$ cat src/hdl/scpa_pkg.sv
// Shared codes, class size table and control types of the size class pool allocator.
package scpa_pkg;

  localparam int FIELD_W  = 15;
  localparam int TAG_W    = 4;
  localparam int BGRAN_W  = 10;
  localparam int MAX_CLS  = 16;

  localparam logic CMD_ALLOC = 1'b0;
  localparam logic CMD_FREE  = 1'b1;

  localparam logic [1:0] ST_OK      = 2'd0;
  localparam logic [1:0] ST_ZERO    = 2'd1;
  localparam logic [1:0] ST_NOFIT   = 2'd2;
  localparam logic [1:0] ST_EXHAUST = 2'd3;

  // Payload bytes per class; unused classes have size 0 and never fit.
  localparam logic [FIELD_W-1:0] CLASS_SIZE [MAX_CLS] = '{
    15'd80,  15'd160, 15'd240, 15'd320, 15'd400, 15'd480, 15'd560, 15'd640,
    15'd720, 15'd1000, 15'd0,  15'd0,   15'd0,   15'd0,   15'd0,   15'd0
  };

  typedef struct packed {
    logic link_we;
    logic tag_we;
  } mem_wr_t;

endpackage

$ cat src/hdl/scpa_class_sel.sv
// First-fit size class selection and block length lookup in granules.
module scpa_class_sel #(
  parameter int NUM_CLASSES  = 10,
  parameter int ALIGN_BYTES  = 8,
  parameter int HEADER_BYTES = 8
) (
  input  logic [scpa_pkg::FIELD_W-1:0] req,
  output logic                         found,
  output logic [scpa_pkg::TAG_W-1:0]   sel,
  output logic [scpa_pkg::BGRAN_W-1:0] blk_gran
);

  localparam int BW  = scpa_pkg::BGRAN_W;
  localparam int TW  = scpa_pkg::TAG_W;
  localparam int CIW = (NUM_CLASSES > 1) ? $clog2(NUM_CLASSES) : 1;

  logic [BW-1:0] gran_tab [NUM_CLASSES];

  for (genvar c = 0; c < NUM_CLASSES; c++) begin : g_gran
    localparam int BG =
      (int'(scpa_pkg::CLASS_SIZE[c]) + HEADER_BYTES + ALIGN_BYTES - 1) / ALIGN_BYTES;
    assign gran_tab[c] = BW'(BG);
  end

  // scan downward so the lowest fitting class wins
  always_comb begin
    found = 1'b0;
    sel   = '0;
    for (int c = NUM_CLASSES - 1; c >= 0; c--) begin
      if (scpa_pkg::CLASS_SIZE[c] >= req) begin
        found = 1'b1;
        sel   = TW'(c);
      end
    end
  end

  assign blk_gran = gran_tab[sel[CIW-1:0]];

endmodule

$ cat config.mk
export PLATFORM = sky130hd
export DESIGN_NAME = scpa_class_sel
export DESIGN_NICKNAME = d
export VERILOG_FILES = /design/src/hdl/scpa_pkg.sv /design/src/hdl/scpa_class_sel.sv
export SDC_FILE = /design/constraint.sdc
export NUM_CORES = 1
export LEC_CHECK = 0
export BUFFER_PORTS_ARGS = -buffer_cell sky130_fd_sc_hd__buf_4
export CAP_MARGIN = 0
export CORE_AREA = 4 4 41 43
export DETAILED_ROUTE_END_ITERATION = 7
export DIE_AREA = 0 0 45 47
export GPL_TIMING_DRIVEN = 0
export PLACE_DENSITY = 0.7
export SLEW_MARGIN = 25
export SYNTH_ARGS = -nofsm -noshare
export SYNTH_HDL_FRONTEND = slang
export SYNTH_SLANG_ARGS = --single-unit
$ cat constraint.sdc
create_clock -name vclk -period 4.4
set_input_delay 0.44 -clock vclk [all_inputs]
set_output_delay 0.44 -clock vclk [all_outputs]
set_load 0.05 [all_outputs]
[After elaboration in Yosys (flattened, before gate mapping)]
Memory sizes are Yosys's and may differ from the RTL's.
Index checks and enable logic that the tools add are counted.
Storage, ports and cells
  register bits after elaboration: 0
  bits in read-only memories: 160
  input port bits: 15
  logic and storage cells: 35
  memories kept: 1
Memories
  (no name shown): words 16, bits a word 10, read ports 1, clocked after memory_dff 0, write ports 0, line scpa_class_sel.sv:37  | assign blk_gran = gran_tab[sel[CIW-1:0]];
Operators by class
  order comparisons: 11
  mux-type cells: 22
  bitwise gates (word level): 1
Operators by type and width (number)
  $ge A10 B15 Y1 const A: 4
  $ge A9 B15 Y1 const A: 3
  $mux W4: 10
  $ge A8 B15 Y1 const A: 2
  $mux W10: 2
  $ge A7 B15 Y1 const A: 1
  $mux W1: 10
  $ge A5 B5 Y1 const B: 1
  $not A4 Y5: 1

[Longest topological paths before layout]
  depth in word-level cells: 15
  gate-level depth with buffers: 9
  depth with buffers taken out: 8

[Worst setup path before layout]
Ideal clock, no wire load.
  kind: input-to-output
  from: input port req[2] in the netlist's numbering
  to: output port blk_gran[5] in the netlist's numbering
  arrival: 3.974 ns
  required time: 3.960 ns
  path slack: -0.014 ns
  cell stages on the path: 8
  buffers on the path: 0
  path through: or4_1 o21a_1 o311ai_1 o41ai_2 a21oi_1 ha_1 nor2_1 o21ai_0
On the way
  word-level cells in the longest chain between the ends: 15
  elaborated cells on any way between the ends: 24
  classes of those cells: order compare: 10; mux: 12; bitwise: 1; memory: 1
Ends and longest elaborated chain
  start, declared: line scpa_class_sel.sv:7  | input logic [scpa_pkg::FIELD_W-1:0] req,
  $ge A10 B15 Y1: line scpa_class_sel.sv:30  | if (scpa_pkg::CLASS_SIZE[c] >= req) begin
  $mux W4 (9 in a row): line scpa_class_sel.sv:30
  $mux W4 *: line scpa_class_sel.sv:30
  net sel (one bit): line scpa_class_sel.sv:9  | output logic [scpa_pkg::TAG_W-1:0] sel,
  $not A4 Y5 (implied by the code) *: line scpa_class_sel.sv:37
  $mem_v2 Z16 W10 *
  $mux W10 (implied by the code) * (2 in a row): line scpa_class_sel.sv:37
  end, declared: line scpa_class_sel.sv:10  | output logic [scpa_pkg::BGRAN_W-1:0] blk_gran
The timed path passes the listed nets; every way through them passes the cells marked *. The select of a mux whose other input is x is not followed.

[Worst setup path after layout]
  from: input port req[2] in the netlist's numbering
  to: output port blk_gran[4] in the netlist's numbering
On the way
  word-level cells in the longest chain between the ends: 15
  elaborated cells on any way between the ends: 24
  classes of those cells: order compare: 10; mux: 12; bitwise: 1; memory: 1
Ends and longest elaborated chain (line)
  $ge A10 B15 Y1: scpa_class_sel.sv:30
  $mux W4 (9 in a row): scpa_class_sel.sv:30
  $mux W4 *: scpa_class_sel.sv:30
  $not A4 Y5 (implied by the code) *: scpa_class_sel.sv:37
  $mem_v2 Z16 W10 *
  $mux W10 (implied by the code) * (2 in a row): scpa_class_sel.sv:37
Every way passes the cells marked *; elsewhere a longest branch is shown, timed or not. The select of a mux whose other input is x is not followed.

==> impl_metrics.env <==
export IMPL_status="finished clean"
export IMPL_startpoint_type="input pin"
export IMPL_synth_warnings=0
export IMPL_preCtsSetupSlack_ns=1.13
export IMPL_avgSynthCellArea_um2=7.00
export IMPL_start_util=0.371
export IMPL_yosysTopAreaCell="ha_1"
export IMPL_ys_seq_area_frac=0
export IMPL_holdWs_ns=1.38
export IMPL_yosysUniqueCellTypes=40
export IMPL_nets=116
export IMPL_post_cts_setup_buffer_count=0
export IMPL_p_leak_nw=0.310
export IMPL_finalSetupViolCount=0
export IMPL_required_ns=3.96
export IMPL_drc=0
export IMPL_synth_xor_area_frac=0
export IMPL_postCtsHoldBufs=0
export IMPL_drtIter0Drc=4
export IMPL_max_freq_mhz=305
export IMPL_multi_input_area_um2=445
export IMPL_grt_remaining_overflow=0
export IMPL_core_area_mm2=0.00130
export IMPL_period_share=0.745
export IMPL_fin_crit_ns=3.28
export IMPL_dp_cells=110
export IMPL_synthTopCellsByArea="ha_1 10%, nor4_1 5.2%, a21o_1 4.7%"
export IMPL_rsz0062_at_grt="false"
export IMPL_crit_path_max_incr_delay_ns=0.58
export IMPL_ff_latch_area_um2=0
export IMPL_holdPathStages=5
export IMPL_critPathArrivalTime_ns=2.84
export IMPL_hold_end="found"
export IMPL_syn_area_um2=483
export IMPL_yosys_area_share_simple=0.308
export IMPL_cpMostUsedCell="buf_4"
export IMPL_ios=30
export IMPL_yosysTopAreaCellShare=0.104
export IMPL_hpwl_um=1100
export IMPL_antenna_found_initial=0
export IMPL_synthesis_instances=69
export IMPL_routed_wl_um=1300
export IMPL_synth_top_family_by_area="compound AO/OA/AOI/OAI gates"
export IMPL_vias=585
export IMPL_layout_drive_gt1_share=0.347
export IMPL_first_pass_iters=4
export IMPL_hold_viol=0
export IMPL_synth_compound_area_frac=0.438
export IMPL_power_density_mw_per_mm2=75.3
export IMPL_crit_type="in2out"
export IMPL_final_common_cell="buf_4"
export IMPL_slowest_stage="or4_1"
export IMPL_ctsResizeCount=0
export IMPL_diodes=0
export IMPL_clock_buffer_count=0
export IMPL_synthMuxAreaShare=0.0207
export IMPL_grt_total_usage=0.125
export IMPL_worstPathCellList="buf_4 > or4_1 > o21a_1 > maj3_1 > nand2_1 > a31oi_1 > ha_1 > mux2i_1 > or2_2 > buf_4"
export IMPL_peakVddDrop_mv=0.0374
export IMPL_row_count=13
export IMPL_drv_slew=0
export IMPL_finish_instance_area_um2=693
export IMPL_mostFrequentLayoutCells="27 x buf_4, 4 x nor4_1, 4 x nor2_1, 4 x ha_1"
export IMPL_cap_violations=0
export IMPL_via_per_inst=5.32
export IMPL_syn2layout_area_growth_pct=43.5
export IMPL_final_cells=110
export IMPL_synthAdderAreaFrac=0.124
export IMPL_worstHoldPathType="in2out"
export IMPL_fill_cells=138
export IMPL_port_buffer_count=24
export IMPL_final_setup_tns_ns=0
export IMPL_antenna_left=0
export IMPL_routabilityCongestion=0.786
export IMPL_seq_cell_count=0
export IMPL_die_x_um=45
export IMPL_wire_per_inst_um=11.9
export IMPL_dpl_instance_area_um2=693
export IMPL_grt_pass1_vias=519
export IMPL_fp_dieArea_mm2=0.00212
export IMPL_grt_first_pass_wirelength_um=2130
export IMPL_die_h_um=47
export IMPL_grt_max_degree=11
export IMPL_min_delay_start="req[4]"
export IMPL_end_kind="output port"
export IMPL_finalWorstSetupSlack_ns=1.12
export IMPL_cp_max_fo=4
[worst max-delay path by stage]
| stage | start | to | slack (ns) | depth (start not counted) |
|---|---|---|---|---|
| 6_report | req[2] | blk_gran[4] | 1.12 | 10 |
| 5_1_grt | req[2] | blk_gran[4] | 1.04 | 10 |
| 4_1_cts | req[2] | blk_gran[4] | 1.12 | 10 |
| 3_5_place_dp | req[2] | blk_gran[4] | 1.13 | 10 |
| 3_3_place_gp | req[2] | blk_gran[4] | 1.13 | 10 |
| 2_1_floorplan | req[2] | blk_gran[2] | 0.13 | 6 |
[synth_stat cells, types with 2 or more instances]
cell / n
ha_1: 4
nor2_1: 4
nor4_1: 4
a21o_1: 3
a21oi_1: 3
buf_4: 3
clkbuf_1: 3
inv_1: 3
nand2b_1: 3
nor3_1: 3
o21ai_0: 3
a31oi_1: 2
nand2_1: 2
nor2b_1: 2
or4_1: 2
[per-layer routing]
metal	vias to the layer above	global-route usage	wire length, µm
met5	-	0	0
met2	20	0.220	593
li1	320	-	-
met3	0	0.00383	103
met1	245	0.180	606
met4	0	0	0
[metrics by stage]
stage	util	total power, mW
floorplan	-	0.0338
global placement	0.533	0.0517
detailed placement	0.533	0.0519
CTS	0.533	0.0521
global route	0.533	0.0570
finish	0.533	0.0522
[critical path: cells and delay by family]
family,cells,cell delay [ns]
muxes,1,0.06
adders and majority gates,2,0.69
buffers and inverters,2,0.31
and+or+nand+nor,3,0.95
AOI/OAI and AO/OA,2,0.39
[cell families after synthesis]
logic type	after synthesis
AOI/OAI and AO/OA	26
adders and majority gates	5
buffers and inverters	10
muxes	1
other	1
and+or+nand+nor	26
[power breakdown]
part           total, mW  switching, mW  leakage [nW]  internal (mW)
Clock                  0              0             0              0
Sequential             0              0             0              0
Combinational     0.0522         0.0322         0.310         0.0200
[layout make-up]
type,instances,share of cell area
multi-input combinational,61,0.643
timing repair buffer,24,0.260
buffer,7,0.0542
tap,15,0.0271
inverter,3,0.0162
(Power assumes the default switching activity.)
